--- config.mk ---
export PLATFORM = sky130hd
export DESIGN_NAME = contiguous_block_allocator
export DESIGN_NICKNAME = d
export VERILOG_FILES = /design/src/design/cba_pkg.sv /design/src/design/cba_cell.sv /design/src/design/cba_ceil_div.sv /design/src/design/contiguous_block_allocator.sv
export VERILOG_INCLUDE_DIRS = /design/src /design/src/design
export SDC_FILE = /design/constraint.sdc
export NUM_CORES = 2
export LEC_CHECK = 0
export ABC_CLOCK_PERIOD_IN_PS = 4530
export BUFFER_PORTS_ARGS = -buffer_cell sky130_fd_sc_hd__buf_2
export CAP_MARGIN = 30
export CORE_MARGIN = 8
export CORE_UTILIZATION = 25
export CTS_BUF_LIST = sky130_fd_sc_hd__clkbuf_2 sky130_fd_sc_hd__clkbuf_4 sky130_fd_sc_hd__clkbuf_8
export CTS_CLUSTER_DIAMETER = 80
export DETAILED_ROUTE_END_ITERATION = 7
export GPL_ROUTABILITY_DRIVEN = 0
export HOLD_SLACK_MARGIN = 0.03
export PLACE_DENSITY = 0.44
export REMOVE_ABC_BUFFERS = 1
export SYNTH_ARGS = -nofsm -noshare
export SYNTH_HDL_FRONTEND = slang
export SYNTH_SLANG_ARGS = --single-unit
--- constraint.sdc ---
create_clock -name clock -period 4.53 [get_ports clock]
set_input_delay 0.906 -clock clock [delete_from_list [all_inputs] [get_ports clock]]
set_output_delay 0.906 -clock clock [all_outputs]
set_load 0.02 [all_outputs]
--- src/design/contiguous_block_allocator_macros.svh ---
// Assertion macros for the contiguous block allocator.
// Taken in by the modules that carry concurrent checks; needs clock and reset in scope.
`ifndef CONTIGUOUS_BLOCK_ALLOCATOR_MACROS_SVH
`define CONTIGUOUS_BLOCK_ALLOCATOR_MACROS_SVH

// Same-cycle implication, checked outside reset.
`define CBA_ASSERT(label, ante, cons, msg) \
   label: assert property (@(posedge clock) disable iff (reset) (ante) |-> (cons)) \
      else $error(msg);

// Next-cycle implication, checked outside reset.
`define CBA_ASSERT_NEXT(label, ante, cons, msg) \
   label: assert property (@(posedge clock) disable iff (reset) (ante) |=> (cons)) \
      else $error(msg);

`endif

--- src/design/cba_pkg.sv ---
// Shared types and constants of the contiguous block allocator.
// Used by the map cell, the serial divider and the top level; no dependencies.
package cba_pkg;

   localparam int SIZE_W     = 24;
   localparam int BS_W       = 17;
   localparam int DIV_CNT_W  = 5;
   localparam int START_W    = 10;
   localparam int TAKEN_W    = 11;
   localparam int TAKEN_MAX  = 2047;
   localparam int BS_RESET   = 1024;
   localparam int DATA_W     = 24;

   typedef enum logic [3:0] {
      ST_IDLE   = 4'b0001,
      ST_DIV    = 4'b0010,
      ST_SCAN   = 4'b0100,
      ST_RESULT = 4'b1000
   } cba_state_type;

   typedef struct packed {
      logic shift;
      logic mark;
   } cba_cell_ctl_type;

   typedef struct packed {
      logic              done;
      logic [SIZE_W-1:0] quot;
      logic              rem_nz;
   } cba_div_res_type;

endpackage

--- src/design/cba_cell.sv ---
// One cell of the used-block ring: holds one used bit and hands it to its neighbor.
// Depends on cba_pkg for the control struct.
module cba_cell
   import cba_pkg::*;
#(
   parameter int   DIST      = 0,
   parameter int   CW        = 11,
   parameter logic RESET_VAL = 1'b0
) (
   input  logic             clock,
   input  logic             reset,
   input  cba_cell_ctl_type ctl,
   input  logic [CW-1:0]    mark_len,
   input  logic             shift_in,
   output logic             used_out
);

   logic used_ff;
   logic used_in;

   always_comb begin
      used_in = used_ff;
      if (ctl.shift) begin
         if (ctl.mark && (CW'(DIST) < mark_len)) begin
            used_in = 1'b1;
         end else begin
            used_in = shift_in;
         end
      end
   end

   always_ff @(posedge clock) begin
      if (reset) begin
         used_ff <= RESET_VAL;
      end else begin
         used_ff <= used_in;
      end
   end

   assign used_out = used_ff;

endmodule

--- src/design/cba_ceil_div.sv ---
// Restoring divider, one quotient bit per cycle: size by block size.
// Depends on cba_pkg for widths and the result struct.
module cba_ceil_div
   import cba_pkg::*;
(
   input  logic              clock,
   input  logic              reset,
   input  logic              start,
   input  logic [SIZE_W-1:0] dividend,
   input  logic [BS_W-1:0]   divisor,
   output cba_div_res_type   res
);

   logic                 busy_ff, busy_in;
   logic                 done_ff, done_in;
   logic [DIV_CNT_W-1:0] cnt_ff, cnt_in;
   logic [SIZE_W-1:0]    quot_ff, quot_in;
   logic [BS_W-1:0]      rem_ff, rem_in;
   logic [BS_W-1:0]      dvs_ff, dvs_in;
   logic [BS_W:0]        rem_sh;
   logic                 ge;

   always_comb begin
      rem_sh  = {rem_ff, quot_ff[SIZE_W-1]};
      ge      = rem_sh >= {1'b0, dvs_ff};
      busy_in = busy_ff;
      done_in = 1'b0;
      cnt_in  = cnt_ff;
      quot_in = quot_ff;
      rem_in  = rem_ff;
      dvs_in  = dvs_ff;
      if (start) begin
         busy_in = 1'b1;
         cnt_in  = '0;
         quot_in = dividend;
         rem_in  = '0;
         dvs_in  = divisor;
      end else if (busy_ff) begin
         quot_in = {quot_ff[SIZE_W-2:0], ge};
         rem_in  = ge ? BS_W'(rem_sh - {1'b0, dvs_ff}) : rem_sh[BS_W-1:0];
         cnt_in  = cnt_ff + DIV_CNT_W'(1);
         if (cnt_ff == DIV_CNT_W'(SIZE_W - 1)) begin
            busy_in = 1'b0;
            done_in = 1'b1;
         end
      end
   end

   always_ff @(posedge clock) begin
      if (reset) begin
         busy_ff <= 1'b0;
         done_ff <= 1'b0;
         cnt_ff  <= '0;
      end else begin
         busy_ff <= busy_in;
         done_ff <= done_in;
         cnt_ff  <= cnt_in;
      end
      quot_ff <= quot_in;
      rem_ff  <= rem_in;
      dvs_ff  <= dvs_in;
   end

   assign res.done   = done_ff;
   assign res.quot   = quot_ff;
   assign res.rem_nz = |rem_ff;

endmodule

--- src/design/contiguous_block_allocator.sv ---
// First-fit contiguous block allocator over a ring of used-block cells.
// Depends on cba_pkg, cba_cell, cba_ceil_div and the assertion macro header.
//
// Usage:
//   req channel: one transaction carries a size in bytes (req_tdata).
//   rsp channel: one transaction per request: start block and blocks taken in
//     rsp_tdata, the granted flag in rsp_tuser.
//   csr channel: writes the bytes-per-block register; write only while idle.
// Steps per request: the request is taken in the idle state; the divide state
//   waits while the divider forms all 24 quotient bits and then hands over the
//   rounded block count; the scan state rotates the map ring once past the head
//   cell; the result register is then loaded. A request larger than the map
//   skips the scan. A new request is taken only in the idle state, so the block
//   does not take one before the last has reached the result register.
// The run is marked in the cycle it is found: the cells just behind the head
//   set their bits in parallel while the ring keeps rotating.
// Reset: map free except blocks 0 and 1 (reserved), block size 1024.
// Receiver stall: the result waits in the output register; the next request is
//   still taken and runs until its own result is ready, then holds.
`include "contiguous_block_allocator_macros.svh"
module contiguous_block_allocator
   import cba_pkg::*;
#(
   parameter int NUM_BLOCKS = 1024
) (
   input  logic              clock,
   input  logic              reset,
   input  logic              req_tvalid,
   output logic              req_tready,
   input  logic [DATA_W-1:0] req_tdata,   // [23:0] size_value
   output logic              rsp_tvalid,
   input  logic              rsp_tready,
   output logic [DATA_W-1:0] rsp_tdata,   // [9:0] start_block, [20:10] blocks_taken, rest 0
   output logic [0:0]        rsp_tuser,   // [0] granted
   input  logic              csr_valid,
   output logic              csr_ready,
   input  logic [BS_W-1:0]   csr_wdata    // [16:0] block_size
);

   localparam int PW = (NUM_BLOCKS > 1) ? $clog2(NUM_BLOCKS) : 1;
   localparam int CW = $clog2(NUM_BLOCKS + 1);

   cba_state_type       state_ff, state_in;
   logic [BS_W-1:0]     bs_ff, bs_in;
   logic [SIZE_W-1:0]   size_ff, size_in;
   logic [SIZE_W-1:0]   need_ff, need_in;
   logic [CW-1:0]       run_ff, run_in;
   logic [PW-1:0]       pos_ff, pos_in;
   logic [PW-1:0]       start_ff, start_in;
   logic                found_ff, found_in;
   logic                rsp_tvalid_ff, rsp_tvalid_in;
   logic [DATA_W-1:0]   rsp_tdata_ff, rsp_tdata_in;
   logic [0:0]          rsp_tuser_ff, rsp_tuser_in;

   logic                div_start;
   logic [BS_W-1:0]     divisor;
   cba_div_res_type     div_res;
   logic [SIZE_W-1:0]   need_calc;
   logic [CW-1:0]       run_next;
   logic [CW-1:0]       start_calc;
   logic                mark;
   logic                rsp_load;
   logic [31:0]         start_wide;
   logic [TAKEN_W-1:0]  taken;
   cba_cell_ctl_type    cell_ctl;
   logic [NUM_BLOCKS-1:0] used;

   assign divisor   = (bs_ff == '0) ? BS_W'(1) : bs_ff;
   assign div_start = req_tvalid && req_tready;

   cba_ceil_div u_div (
      .clock    (clock),
      .reset    (reset),
      .start    (div_start),
      .dividend (req_tdata[SIZE_W-1:0]),
      .divisor  (divisor),
      .res      (div_res)
   );

   for (genvar k = 0; k < NUM_BLOCKS; k++) begin : g_cell
      cba_cell #(
         .DIST      (NUM_BLOCKS - 1 - k),
         .CW        (CW),
         .RESET_VAL ((k < 2) ? 1'b1 : 1'b0)
      ) u_cell (
         .clock    (clock),
         .reset    (reset),
         .ctl      (cell_ctl),
         .mark_len (need_ff[CW-1:0]),
         .shift_in (used[(k + 1) % NUM_BLOCKS]),
         .used_out (used[k])
      );
   end

   always_comb begin
      need_calc  = (size_ff == '0) ? SIZE_W'(1) : (div_res.quot + SIZE_W'(div_res.rem_nz));
      run_next   = used[0] ? '0 : (run_ff + CW'(1));
      mark       = (state_ff == ST_SCAN) && !found_ff && (run_next == need_ff[CW-1:0]);
      start_calc = CW'(pos_ff) + CW'(1) - need_ff[CW-1:0];
      cell_ctl.shift = (state_ff == ST_SCAN);
      cell_ctl.mark  = mark;
      start_wide = 32'(start_ff);
      taken      = (need_ff > SIZE_W'(TAKEN_MAX)) ? TAKEN_W'(TAKEN_MAX) : need_ff[TAKEN_W-1:0];
      rsp_load   = (state_ff == ST_RESULT) && (!rsp_tvalid_ff || rsp_tready);

      state_in      = state_ff;
      bs_in         = (csr_valid && csr_ready) ? csr_wdata : bs_ff;
      size_in       = size_ff;
      need_in       = need_ff;
      run_in        = run_ff;
      pos_in        = pos_ff;
      start_in      = start_ff;
      found_in      = found_ff;
      rsp_tdata_in  = rsp_tdata_ff;
      rsp_tuser_in  = rsp_tuser_ff;
      rsp_tvalid_in = rsp_tvalid_ff && !rsp_tready;

      unique case (state_ff)
         ST_IDLE: begin
            if (div_start) begin
               size_in  = req_tdata[SIZE_W-1:0];
               state_in = ST_DIV;
            end
         end
         ST_DIV: begin
            if (div_res.done) begin
               need_in  = need_calc;
               run_in   = '0;
               pos_in   = '0;
               start_in = '0;
               found_in = 1'b0;
               if ({1'b0, need_calc} > (SIZE_W + 1)'(NUM_BLOCKS)) begin
                  state_in = ST_RESULT;
               end else begin
                  state_in = ST_SCAN;
               end
            end
         end
         ST_SCAN: begin
            if (!found_ff) begin
               run_in = run_next;
            end
            if (mark) begin
               found_in = 1'b1;
               start_in = start_calc[PW-1:0];
            end
            pos_in = pos_ff + PW'(1);
            if (pos_ff == PW'(NUM_BLOCKS - 1)) begin
               state_in = ST_RESULT;
            end
         end
         ST_RESULT: begin
            if (rsp_load) begin
               rsp_tdata_in  = {(DATA_W - START_W - TAKEN_W)'(0), taken,
                                start_wide[START_W-1:0]};
               rsp_tuser_in  = found_ff;
               rsp_tvalid_in = 1'b1;
               state_in      = ST_IDLE;
            end
         end
         default: begin
            state_in = ST_IDLE;
         end
      endcase
   end

   always_ff @(posedge clock) begin
      if (reset) begin
         state_ff      <= ST_IDLE;
         bs_ff         <= BS_W'(BS_RESET);
         found_ff      <= 1'b0;
         rsp_tvalid_ff <= 1'b0;
      end else begin
         state_ff      <= state_in;
         bs_ff         <= bs_in;
         found_ff      <= found_in;
         rsp_tvalid_ff <= rsp_tvalid_in;
      end
      size_ff      <= size_in;
      need_ff      <= need_in;
      run_ff       <= run_in;
      pos_ff       <= pos_in;
      start_ff     <= start_in;
      rsp_tdata_ff <= rsp_tdata_in;
      rsp_tuser_ff <= rsp_tuser_in;
   end

   assign req_tready = (state_ff == ST_IDLE);
   assign csr_ready  = 1'b1;
   assign rsp_tvalid = rsp_tvalid_ff;
   assign rsp_tdata  = rsp_tdata_ff;
   assign rsp_tuser  = rsp_tuser_ff;

   `CBA_ASSERT(a_reserved_kept, state_ff == ST_IDLE, used[0] && used[1], "reserved block freed")
   `CBA_ASSERT(a_run_below_need, (state_ff == ST_SCAN) && !found_ff,
               run_ff < need_ff[CW-1:0], "run passed need unseen")
   `CBA_ASSERT(a_start_past_reserved, (state_ff == ST_RESULT) && found_ff,
               start_ff >= PW'(2), "run over reserved blocks")
   `CBA_ASSERT(a_div_done_in_div, div_res.done, state_ff == ST_DIV, "divider done outside divide")
   `CBA_ASSERT_NEXT(a_result_loaded, rsp_load, rsp_tvalid_ff && (state_ff == ST_IDLE),
                    "result not presented")

endmodule
==> results.json <==
{
  "dr.pass1.iters": 5,
  "tritoncts.num_buffers": 218,
  "yosysUniqueCellTypes": 85,
  "ant_nets": 0,
  "rsz0062_at_grt": "false",
  "hold_depth": 1,
  "cts_hold_buf": 12,
  "crit_buf_inv": 1,
  "drcViolationCount": 0,
  "avgSynthCellArea_um2": 8.24,
  "p_leak_nw": 24.0,
  "cp.arrival_ns": 5.01,
  "die-area_um2": 240000,
  "ys_seq_elements": 1213,
  "fmax_mhz": 240,
  "cpMaxStageDelayCell": "a2111oi_0",
  "hold_viol_final": 0,
  "mostFrequentLayoutCells": "nor2_1 (1288), dfxtp_1 (1071), a211oi_1 (553)",
  "cts_tree": "built",
  "layout_min_cycle_time_ns": 4.16,
  "grt_pass1_vias": 49200,
  "drt-initial-drc-count": 5261,
  "grt_usage_pct": 17.2,
  "drv_cap": 0,
  "cts_setup_buffers": 0,
  "antenna_found_initial": 10,
  "synthArstFlopShare_pct": 0,
  "fp.dieW_um": 490,
  "clkSinkCount": 1213,
  "initial_core_util_pct": 25.1,
  "r2r_cells": 9,
  "cp-start-kind": "register",
  "yosysSeqAreaShare_pct": 45.7,
  "cts.path.max_buffers": 3,
  "setup_viol": 0,
  "via_count": 51300,
  "worst_slew_margin_rel_pct": 27.7,
  "dp_hpwl_um": 132000,
  "drt-total-wl_um": 218000,
  "grt_pass1_wl_um": 327000,
  "grt_remaining_overflow": 0,
  "outcome": "complete, no violations",
  "core_um2": 224000,
  "cpPeakStageDelay_ns": 0.51,
  "startpoint": "run_ff[2]",
  "worstReg2RegEnd": "g_cell[1005].u_cell.used_out",
  "min_from": "req_tdata[23]",
  "synth_edf_count": 142,
  "rrSetupSlack_ns": 0.37,
  "via_per_inst": 5.20,
  "drive_gt1_share_pct": 11.6,
  "pre_cts_slack_ns": 0.463,
  "hold_slack_ns": 0.144,
  "worstMarginPinSlew_ns": 1.08,
  "fin_tns_setup_ns": 0,
  "cts_resized": 0,
  "cp_top_family": "simple AND/OR/NAND/NOR gates",
  "cts_max_level": 4,
  "skew_ns": 0.0667,
  "min_period_over_period_pct": 91.8,
  "wire_per_inst_um": 22.1,
  "cp_max_fo": 132,
  "path_cells": "nand3_1, or3_1, a2111oi_0, a221o_1, nand4_4, nor2_4, buf_12, nand2_1, a221oi_1",
  "cts-root-buf": "clkbuf_8",
  "power_mw": 23.2,
  "crit_type": "register to register",
  "clk_latency_ns": 0.99,
  "synth_ff_type": "dfxtp_1",
  "fillers": 24200,
  "synth_area_leaders": "dfxtp_1 (38%), nor2_1 (8.7%), edfxtp_1 (7.6%)",
  "r2r-start": "run_ff[2]",
  "layout_commonest_cell": "nor2_1",
  "min_to": "size_ff[23]",
  "syn_inst": 6823,
  "worst_slack_ns": 0.371,
  "yosysTopAreaCell": "dfxtp_1",
  "yosys_warnings": 0,
  "synth_area_um2": 56200,
  "rows": 174,
  "endpoint_kind": "register",
  "cts.clk_slew.worst_paths_ns": 0.07,
  "postLayoutCoreUtil_pct": 28.9,
  "die_h_um": 490,
  "num_io_pins": 74,
  "drv_slew": 0,
  "nets": 6795,
  "syn2layout_area_growth_pct": 15.3,
  "ir_worst_vdd_v": 0.000224,
  "synth_top_area_share_pct": 38.1,
  "hold_class": "primary input to register",
  "grt_max_degree": 188,
  "io_buffers": 69,
  "worstPathRequired_ns": 5.38,
  "p_per_area_nw_per_um2": 358
}
[registers in the layout (all words and copies together), names as in the netlist, 4 cells and up]
register / cells
bs_ff: 17
g_cell.u_cell.used_out: 1024
need_ff: 24
pos_ff: 10
rsp_tdata: 21
run_ff: 11
size_ff: 24
start_ff: 10
state_ff: 4
u_div.cnt_ff: 5
u_div.dvs_ff: 17
u_div.quot_ff: 24
u_div.rem_ff: 17
[final cells by class]
type	count	area, um2	share of cell area, %
repair buffers	299	2580	3.98
inverters	173	649	1.00
diodes	9	22.5	0.0347
flip-flops and latches	1213	25700	39.7
clock inverters	41	495	0.764
multi-input cells	4803	27500	42.4
well taps	2992	3740	5.78
clock buffers	341	4130	6.37
[routing by layer]
metal	routed length (um)	GRT usage, %	share of wire (%)	up-vias
met3	13300	2.64	6.1	389
met2	96000	26.5	44	1723
met5	0	0	0	-
li1	-	-	-	24200
met1	101000	24.4	46	25000
met4	7750	6.21	3.5	0
[cells in the mapped netlist, drive strengths merged, types with 4 or more instances]
cell type	number
a211oi	553
a21o	14
a21oi	155
a221oi	57
a311o	24
a311oi	55
a31o	9
a31oi	19
and2	8
and3	8
buf	100
clkbuf	536
dfxtp	1071
edfxtp	142
ha	39
inv	170
mux2i	286
nand2	510
nand2b	19
nand3	75
nand4	26
nor2	1304
nor2b	18
nor3	541
nor4	72
nor4b	6
o2111ai	10
o211ai	13
o21a	8
o21ai	511
o21bai	32
o22ai	242
o31a	7
o31ai	30
o32ai	16
o41ai	4
or2	11
or3	12
or4	7
xnor2	30
xor2	30
[stage by stage]
stage / instance area [um2] / instances
4_1_cts: 64800 / 9860
5_1_grt: 64800 / 9866
3_3_place_gp: 59900 / 9463
3_5_place_dp: 60000 / 9466
6_report: 64800 / 9871
2_1_floorplan: 53700 / 6189
[how the worst max path moves through the flow]
stage                                         to  depth (start not counted)
CTS                 g_cell[1005].u_cell.used_out                          9
global placement    g_cell[1001].u_cell.used_out                         10
finish              g_cell[1005].u_cell.used_out                          9
floorplan            g_cell[249].u_cell.used_out                          4
global route        g_cell[1003].u_cell.used_out                         10
detailed placement  g_cell[1005].u_cell.used_out                          9
[cell families (layout without fill, tap and decap cells)]
family          after synthesis  count (layout)  share of synthesized area, %
simple gates               2625            2625                          20.0
compound gates             1784            1784                          21.5
flops                      1213            1213                          45.7
buf+inv                     809             854                          5.66
mux                         287             287                          5.11
xor+xnor                     62              62                          1.01
fa+ha+maj                    41              41                         0.939
other cells                   2              13                        0.0134
[where the power goes]
part           switching [mW]  internal [mW]
sequential              0.112           11.0
combinational           0.591          0.349
clock                    4.94           6.23
total                    5.64           17.6
Note: power is estimated with default switching activity, not from simulation.
